`src/sv/sida_pkg.sv`:
```
`default_nettype none

package sida_pkg;

    // Default width of the signed value taken in
    localparam int VALUE_WIDTH_DEF = 32;

    // ASCII codes, six bits wide as carried on the output
    localparam logic [5:0] CHAR_ZERO  = 6'd48;
    localparam logic [5:0] CHAR_MINUS = 6'd45;

    // BCD digit at or above this value is corrected by adding three before a shift
    localparam logic [3:0] BCD_ADJ_LIMIT = 4'd5;
    localparam logic [3:0] BCD_ADJ_ADD   = 4'd3;

    // Decimal digits needed for the largest magnitude 2^(w-1):
    // floor((w-1) * log10(2)) + 1, exact for 8 <= w <= 64
    function automatic int num_digits(input int w);
        num_digits = ((w - 1) * 30103) / 100000 + 1;
    endfunction

endpackage

`default_nettype wire

```
`src/sv/sida_bcd_step.sv`:
```
`default_nettype none

// One shift-and-add-3 step: correct each BCD digit, then shift in one binary bit.
module sida_bcd_step #(
    parameter int NDIG = 10
) (
    input  wire logic [NDIG*4-1:0] i_bcd,
    input  wire logic              i_bit,
    output logic      [NDIG*4-1:0] o_bcd
);

    logic [NDIG*4-1:0] w_adj;

    always_comb begin
        for (int i = 0; i < NDIG; i++) begin
            if (i_bcd[i*4 +: 4] >= sida_pkg::BCD_ADJ_LIMIT) begin
                w_adj[i*4 +: 4] = i_bcd[i*4 +: 4] + sida_pkg::BCD_ADJ_ADD;
            end else begin
                w_adj[i*4 +: 4] = i_bcd[i*4 +: 4];
            end
        end
    end

    assign o_bcd = {w_adj[NDIG*4-2:0], i_bit};

endmodule

`default_nettype wire

```
`src/sv/signed_int_to_decimal_ascii.sv`:
```
`default_nettype none

// Signed integer to decimal ASCII text.
// Input channel: one word per number (i_number, two's complement, VALUE_WIDTH
// bits), accepted when i_in_valid is high and o_in_stall is low.
// Output channel: one word per character (o_text_char, o_is_last), taken when
// o_out_valid is high and i_out_stall is low. A negative number starts with
// '-', digits follow most significant first with no leading zeros, zero gives
// a single '0'. o_is_last marks the final character of each number.
// Sequence: one shift-and-add-3 step per input bit in the single BCD step
// unit, a state to find the leading digit, then one character per cycle into
// the output register while the receiver does not stall.
// o_in_stall is high from acceptance until the last character has been loaded
// into the output register, so the next number is taken while that character
// still waits. When the receiver stalls, the output register holds its word
// and character emission pauses. Synchronous active-low reset empties the
// output register and returns the sequencer to idle.
module signed_int_to_decimal_ascii #(
    parameter int VALUE_WIDTH = sida_pkg::VALUE_WIDTH_DEF
) (
    input  wire logic                   i_clk,
    input  wire logic                   i_rst_n,
    input  wire logic                   i_in_valid,
    output logic                        o_in_stall,
    input  wire logic signed [VALUE_WIDTH-1:0] i_number,
    output logic                        o_out_valid,
    input  wire logic                   i_out_stall,
    output logic             [5:0]      o_text_char,
    output logic                        o_is_last
);

    localparam int NDIG  = sida_pkg::num_digits(VALUE_WIDTH);
    localparam int IDX_W = $clog2(NDIG);
    localparam int CNT_W = $clog2(VALUE_WIDTH);

    // sequencer codes
    localparam logic [1:0] ST_IDLE  = 2'd0;
    localparam logic [1:0] ST_CONV  = 2'd1;
    localparam logic [1:0] ST_COUNT = 2'd2;
    localparam logic [1:0] ST_EMIT  = 2'd3;

    logic [1:0]             r_state, n_state;
    logic [VALUE_WIDTH-1:0] r_magnitude, n_magnitude;
    logic [NDIG*4-1:0]      r_digit_store, n_digit_store;
    logic [CNT_W-1:0]       r_bit_cnt, n_bit_cnt;
    logic [IDX_W-1:0]       r_digit_idx, n_digit_idx;
    logic                   r_negative_flag, n_negative_flag;
    logic                   r_out_valid, n_out_valid;
    logic [5:0]             r_text_char, n_text_char;
    logic                   r_is_last, n_is_last;

    logic                   w_in_take;
    logic                   w_slot_free;
    logic [VALUE_WIDTH-1:0] w_abs;
    logic [NDIG*4-1:0]      w_step_bcd;
    logic [IDX_W-1:0]       w_top;
    logic [3:0]             w_digit;

    assign o_in_stall  = (r_state != ST_IDLE);
    assign w_in_take   = i_in_valid && !o_in_stall;
    // output register can take a new word this cycle
    assign w_slot_free = !r_out_valid || !i_out_stall;

    // magnitude without sign: the most negative value wraps to 2^(W-1), which is exact
    assign w_abs = i_number[VALUE_WIDTH-1]
        ? (~$unsigned(i_number) + {{(VALUE_WIDTH-1){1'b0}}, 1'b1})
        : $unsigned(i_number);

    sida_bcd_step #(
        .NDIG (NDIG)
    ) u_bcd_step (
        .i_bcd (r_digit_store),
        .i_bit (r_magnitude[VALUE_WIDTH-1]),
        .o_bcd (w_step_bcd)
    );

    // leading non-zero digit; zero falls back to the units digit
    always_comb begin
        w_top = '0;
        for (int i = 1; i < NDIG; i++) begin
            if (r_digit_store[i*4 +: 4] != 4'd0) begin
                w_top = IDX_W'(i);
            end
        end
    end

    assign w_digit = r_digit_store[r_digit_idx*4 +: 4];

    always_comb begin
        n_state         = r_state;
        n_magnitude     = r_magnitude;
        n_digit_store   = r_digit_store;
        n_bit_cnt       = r_bit_cnt;
        n_digit_idx     = r_digit_idx;
        n_negative_flag = r_negative_flag;
        n_out_valid     = r_out_valid;
        n_text_char     = r_text_char;
        n_is_last       = r_is_last;

        // drop the word once taken
        if (r_out_valid && !i_out_stall) begin
            n_out_valid = 1'b0;
        end

        unique case (r_state)
            ST_IDLE: begin
                if (w_in_take) begin
                    n_negative_flag = i_number[VALUE_WIDTH-1];
                    n_magnitude     = w_abs;
                    n_digit_store   = '0;
                    n_bit_cnt       = '0;
                    n_state         = ST_CONV;
                end
            end
            ST_CONV: begin
                n_digit_store = w_step_bcd;
                n_magnitude   = {r_magnitude[VALUE_WIDTH-2:0], 1'b0};
                n_bit_cnt     = r_bit_cnt + 1'b1;
                if (r_bit_cnt == CNT_W'(VALUE_WIDTH - 1)) begin
                    n_state = ST_COUNT;
                end
            end
            ST_COUNT: begin
                n_digit_idx = w_top;
                n_state     = ST_EMIT;
            end
            ST_EMIT: begin
                if (w_slot_free) begin
                    n_out_valid = 1'b1;
                    if (r_negative_flag) begin
                        n_text_char     = sida_pkg::CHAR_MINUS;
                        n_is_last       = 1'b0;
                        n_negative_flag = 1'b0;
                    end else begin
                        n_text_char = sida_pkg::CHAR_ZERO + {2'b00, w_digit};
                        n_is_last   = (r_digit_idx == '0);
                        if (r_digit_idx == '0) begin
                            n_state = ST_IDLE;
                        end else begin
                            n_digit_idx = r_digit_idx - 1'b1;
                        end
                    end
                end
            end
            default: begin
                n_state = ST_IDLE;
            end
        endcase
    end

    always_ff @(posedge i_clk) begin
        if (!i_rst_n) begin
            r_state         <= ST_IDLE;
            r_out_valid     <= 1'b0;
            r_negative_flag <= 1'b0;
            r_magnitude     <= '0;
        end else begin
            r_state         <= n_state;
            r_out_valid     <= n_out_valid;
            r_negative_flag <= n_negative_flag;
            r_magnitude     <= n_magnitude;
        end
    end

    always_ff @(posedge i_clk) begin
        r_digit_store <= n_digit_store;
        r_bit_cnt     <= n_bit_cnt;
        r_digit_idx   <= n_digit_idx;
        r_text_char   <= n_text_char;
        r_is_last     <= n_is_last;
    end

    assign o_out_valid = r_out_valid;
    assign o_text_char = r_text_char;
    assign o_is_last   = r_is_last;

    // only a minus sign or a decimal digit leaves the block
    a_char_range: assert property (@(posedge i_clk) disable iff (!i_rst_n)
        o_out_valid |-> (o_text_char == sida_pkg::CHAR_MINUS
            || (o_text_char >= sida_pkg::CHAR_ZERO
                && o_text_char <= sida_pkg::CHAR_ZERO + 6'd9)))
        else $error("character out of range");

    // a sign is never the final character
    a_sign_not_last: assert property (@(posedge i_clk) disable iff (!i_rst_n)
        (o_out_valid && o_text_char == sida_pkg::CHAR_MINUS) |-> !o_is_last)
        else $error("minus sign flagged as last");

    // leaving emission always leaves the last character in the output register
    a_end_marks_last: assert property (@(posedge i_clk) disable iff (!i_rst_n)
        (r_state == ST_EMIT && n_state == ST_IDLE) |=> (o_out_valid && o_is_last))
        else $error("number ended without last flag");

    // an accepted word starts the conversion
    a_take_starts: assert property (@(posedge i_clk) disable iff (!i_rst_n)
        w_in_take |=> (r_state == ST_CONV && r_bit_cnt == '0))
        else $error("accepted word did not start conversion");

endmodule

`default_nettype wire
```
`config.mk`:
```
export PLATFORM = sky130hd
export DESIGN_NAME = signed_int_to_decimal_ascii
export DESIGN_NICKNAME = d
export VERILOG_FILES = /design/src/sv/sida_pkg.sv /design/src/sv/sida_bcd_step.sv /design/src/sv/signed_int_to_decimal_ascii.sv
export SDC_FILE = /design/constraint.sdc
export NUM_CORES = 1
export LEC_CHECK = 0
export ABC_CLOCK_PERIOD_IN_PS = 4000
export BUFFER_PORTS_ARGS = -buffer_cell sky130_fd_sc_hd__buf_2
export CAP_MARGIN = 20
export CORE_UTILIZATION = 24
export DETAILED_ROUTE_END_ITERATION = 8
export SETUP_SLACK_MARGIN = 0.15
export SLEW_MARGIN = 40
export SYNTH_ARGS = -nofsm -noshare
export SYNTH_HDL_FRONTEND = slang
export SYNTH_SLANG_ARGS = --single-unit
```
`constraint.sdc`:
```
create_clock -name i_clk -period 4 [get_ports i_clk]
set_input_delay 0.6 -clock i_clk [delete_from_list [all_inputs] [get_ports i_clk]]
set_output_delay 0.6 -clock i_clk [all_outputs]
set_load 0.01 [all_outputs]
```
==> results <==
- The fraction of met1 tracks used by global routing is 0.1579.
- The initial cell density of the core is 0.2456.
- The level count of the clock H-tree is 3.
- The full die area is ~25000 sq um.
- The number of flops mapped to enable cells by yosys is 55.
- The category of the worst setup path launch point is a register.
- The congestion estimate from routability-driven global placement came to ~0.83.
- Synthesis handed over a netlist of between 600 and 700 instances.
- The data required time at the worst endpoint is about 4300 ps.
- The number of hold violations in the final report was 0.
- The leakage power total is between 2 and 2.5 nW.
- CTS placed an instance of sky130_fd_sc_hd__clkbuf_16 at the clock tree root.
- The fraction of the core area covered by cells at the end of the flow is 0.2799.
- Setup repair after global routing left no endpoint under its margin.
- The instance count along the most critical hold path is 2.
- The worst-case reg-to-reg path depth is 7.
- Dividing the detail-routed via count by the number of cells gives approximately 4.8.
- The count of final max-slew check failures was 0.
- The routed design could run at a clock period as short as 2675 ps.
- The number of antenna violations at the first check in global routing is 1.
- In the finished design, the share of the clock period the worst path needs comes to 0.6687.
- Sorting the synthesized cells by area gives the leading types as sky130_fd_sc_hd__edfxtp_1, sky130_fd_sc_hd__dfxtp_1, sky130_fd_sc_hd__ha_1.
- After detailed routing, the total wire length is approximately 14000 um.
- For this block, the initial DRC count from the detailed router was approximately 280.
- The total negative slack for setup checks is 0 ps.
- The worst voltage drop across the vdd grid is approximately 0.28 mV.
- The number of library cell types mapped by synthesis is 53.
- Across the routed clock network, the largest skew measured is 11.13 ps.
- The post-synthesis sequential area ratio is 0.4103.
- The average detailed-routed wire length per instance is 13.85 um.
- The post-CTS setup buffer count is 0.
- The synthesis warning total is 0.
- The CTS sink count is between 90 and 100.
- The overall power after layout is about 0.0049 W.
- The total of cells resized after clock tree synthesis is 0.
- The wire length of the first global-routing pass is roughly 23000 um.
- The net count of the mapped netlist is 695.
- The most used flip-flop cell after synthesis is sky130_fd_sc_hd__edfxtp_1.
- The clock latency on the worst-skew pair is around 340 ps.
- The highest fanout seen on the critical path is 32.
- Headroom to the max-slew limit came out at 0.4525.
- The share of synthesized area in the top cell type comes to 0.2857.
- For this run, design rule violations remaining after detail routing come to 0.
- The floorplan row count is between 50 and 60.
- Of the cells placed in the final design, the portion with a size suffix greater than 1 is 0.1273.
- The number of global-route vias before repair came to around 4500.
- The largest total area in the synthesized netlist belongs to sky130_fd_sc_hd__edfxtp_1.
- The chip height is approximately 160 um.
- The cell area reported after detailed placement is approximately 6300 sq um.
- The number of nets in the layout is 719.
- Setup violations remaining at the end of the flow were counted as 0.
- Summing every instance area after synthesis gives approximately 5800 sq um.
- The post-CTS clock slew at the launch and capture registers of the worst setup and hold paths is ~70 ps.
- The path class of the lowest-slack min-delay path is register to register.
- 45 I/O pins were placed.
- Entering global routing, the biggest net connects 44 pins.
- At the pin with the least slew margin, the transition time is ~820 ps.
- Max-cap violations in this run came to 0.
- The largest buffer count on any clock path is 2.
- The fraction of met3 tracks used by global routing is 0.02671.
- The critical path arrival is 2920 ps.
- The flow ran to the end, and the final reports show no timing, DRC or antenna violations.
- The worst setup path category is register to register.
- For met2 alone, demand over resource in global routing was 0.1829.
- A synthesized cell averages around 9.2 sq um.
- The ratio of total power to cell area is about 740 nW/um^2.
- Summed over all layers, the global routing overflow is 0.
- After floorplanning, the core was sized to cover 23540 sq um.
- The overall track demand over capacity in global routing is 0.1153.
- The overall die width is around 160 um.
- The number of synthesized register bits is between 90 and 100.
- The count of antenna-violating nets left after detailed routing is 0.
- The fmax is approximately 370 MHz.
- Buffers inserted during clock tree synthesis total 9.
- The finished cells cover 6589 sq um.
- The category of the worst setup path capture point is a register.
- met2 is the most crowded layer.
- Of all flip-flops after synthesis, the portion carrying an async set or reset was 0.
- TritonCTS built the clock tree.
- Buffers inserted to repair hold after CTS numbered 0.
- The HPWL after detailed placement is 9522 um.
- Port buffering added between 40 and 50 buffers.
- The layout-stage area growth over the synthesis result is 13.96%.
- 0 antenna diodes ended up in the layout.
- The detailed-router iteration count before antenna repair is 5.
- Across all layers, the routed design uses between 4000 and 5000 vias.
critical path: stages (launching register included):
cell,delay (ps)
sky130_fd_sc_hd__dfxtp_1,330
sky130_fd_sc_hd__inv_1,80
sky130_fd_sc_hd__ha_1,550
sky130_fd_sc_hd__mux2i_2,190
sky130_fd_sc_hd__buf_4,300
sky130_fd_sc_hd__nor2_1,560
sky130_fd_sc_hd__nand2_1,340
sky130_fd_sc_hd__o22ai_1,220
per-stage QoR:
step | cells | worst slack (ps) | hold WS [ps]
finish | 979 | 1325 | 454.6
global route | 979 | 1114 | 484.2
CTS | 979 | 1326 | 456.7
detailed placement | 963 | 984.2 | 446.1
global placement | 963 | 992.9 | 439.3
floorplan | 631 | 799.0 | 428.8
power by group:
| group | switching (W) | internal, W |
|---|---|---|
| Sequential | 0.000380 | 0.00154 |
| Clock | 0.000362 | 0.000459 |
| Combinational | 0.00126 | 0.000855 |
per-layer routing:
metal  share of wire  up-vias  wire [um]
li1                -     2339          -
met1            0.49     2270       6634
met2            0.45      110       6138
met3           0.050        8        684
met4          0.0066        2         90
met5         0.00081        -         11
cells in the mapped netlist, types with 2 or more instances:
master                     count
sky130_fd_sc_hd__a21oi_1      47
sky130_fd_sc_hd__nor2_1       48
sky130_fd_sc_hd__nand2b_1     13
sky130_fd_sc_hd__o21ai_0      39
sky130_fd_sc_hd__nand3_1      17
sky130_fd_sc_hd__or4b_2        2
sky130_fd_sc_hd__a21boi_0      2
sky130_fd_sc_hd__nor3b_1       5
sky130_fd_sc_hd__o311a_1       2
sky130_fd_sc_hd__a211oi_1     13
sky130_fd_sc_hd__o32ai_1       2
sky130_fd_sc_hd__o41ai_1       6
sky130_fd_sc_hd__a32o_1        2
sky130_fd_sc_hd__mux4_2        8
sky130_fd_sc_hd__o311ai_0      2
sky130_fd_sc_hd__o22ai_1       7
sky130_fd_sc_hd__edfxtp_1     55
sky130_fd_sc_hd__nand4_1       2
sky130_fd_sc_hd__a31oi_1       6
sky130_fd_sc_hd__or2_2         3
sky130_fd_sc_hd__a311oi_1      2
sky130_fd_sc_hd__buf_1         5
sky130_fd_sc_hd__or4_4         3
sky130_fd_sc_hd__mux2i_1      14
sky130_fd_sc_hd__o31ai_1       8
sky130_fd_sc_hd__nor4_1        7
sky130_fd_sc_hd__or3_1         9
sky130_fd_sc_hd__nor3_1       21
sky130_fd_sc_hd__nor2b_1      15
sky130_fd_sc_hd__xor2_1       21
sky130_fd_sc_hd__ha_1         28
sky130_fd_sc_hd__nand2_1      54
sky130_fd_sc_hd__or4_1         6
sky130_fd_sc_hd__inv_1        36
sky130_fd_sc_hd__and3_1        9
sky130_fd_sc_hd__clkbuf_1     29
sky130_fd_sc_hd__and2_1        4
sky130_fd_sc_hd__xnor2_1      21
sky130_fd_sc_hd__mux2_2        2
sky130_fd_sc_hd__a221oi_1      2
sky130_fd_sc_hd__o211ai_1      7
sky130_fd_sc_hd__dfxtp_1      36
cells in the final DEF, fill, tap and decap left out, types with 17 or more instances in the layout:
cell | netlist | layout
sky130_fd_sc_hd__edfxtp_1 | 55 | 55
sky130_fd_sc_hd__nand2_1 | 54 | 54
sky130_fd_sc_hd__nor2_1 | 48 | 48
sky130_fd_sc_hd__a21oi_1 | 47 | 47
sky130_fd_sc_hd__buf_2 | 0 | 43
sky130_fd_sc_hd__o21ai_0 | 39 | 39
sky130_fd_sc_hd__inv_1 | 36 | 36
sky130_fd_sc_hd__dfxtp_1 | 36 | 36
sky130_fd_sc_hd__ha_1 | 28 | 28
sky130_fd_sc_hd__nor3_1 | 21 | 21
sky130_fd_sc_hd__xnor2_1 | 21 | 21
sky130_fd_sc_hd__xor2_1 | 21 | 21
sky130_fd_sc_hd__nand3_1 | 17 | 17
registers in the layout (all words and copies together) (netlist names):
register         count
r_state              2
r_bit_cnt            5
r_digit_idx          4
o_is_last            1
r_digit_store       40
r_magnitude         32
r_negative_flag      1
o_out_valid          1
o_text_char          5
final timing paths:
path                                             startpoint                           end  slack, ps
worst max-delay path                r_state[1]$_SDFFE_PN0P_  r_magnitude[25]$_SDFFE_PN0P_       1330
worst min register to register  r_magnitude[0]$_SDFFE_PN0P_   r_magnitude[0]$_SDFFE_PN0P_        450
worst max register to register      r_state[1]$_SDFFE_PN0P_  r_magnitude[25]$_SDFFE_PN0P_       1330
worst min-delay path            r_magnitude[0]$_SDFFE_PN0P_   r_magnitude[0]$_SDFFE_PN0P_        450
area by class of cell:
class / count / area (sq um)
fill: 2547 / 16950
multi-input combinational: 468 / 3146
sequential: 91 / 2372
tap: 319 / 399.1
clock buffer: 12 / 257.7
timing repair buffer: 48 / 252.7
inverter: 37 / 138.9
clock inverter: 4 / 22.52
cell families after synthesis:
family,after synthesis,share of synthesized area
and+or+nand+nor,219,0.1911
xor gates and xnor gates,42,0.06362
buffers and inverters,72,0.04739
DFF,91,0.4103
other,1,0.0006486
adders and majority gates,28,0.06059
muxes,24,0.05929
AOI/OAI and AO/OA,154,0.1671
Power figures use the tool's default switching activity.
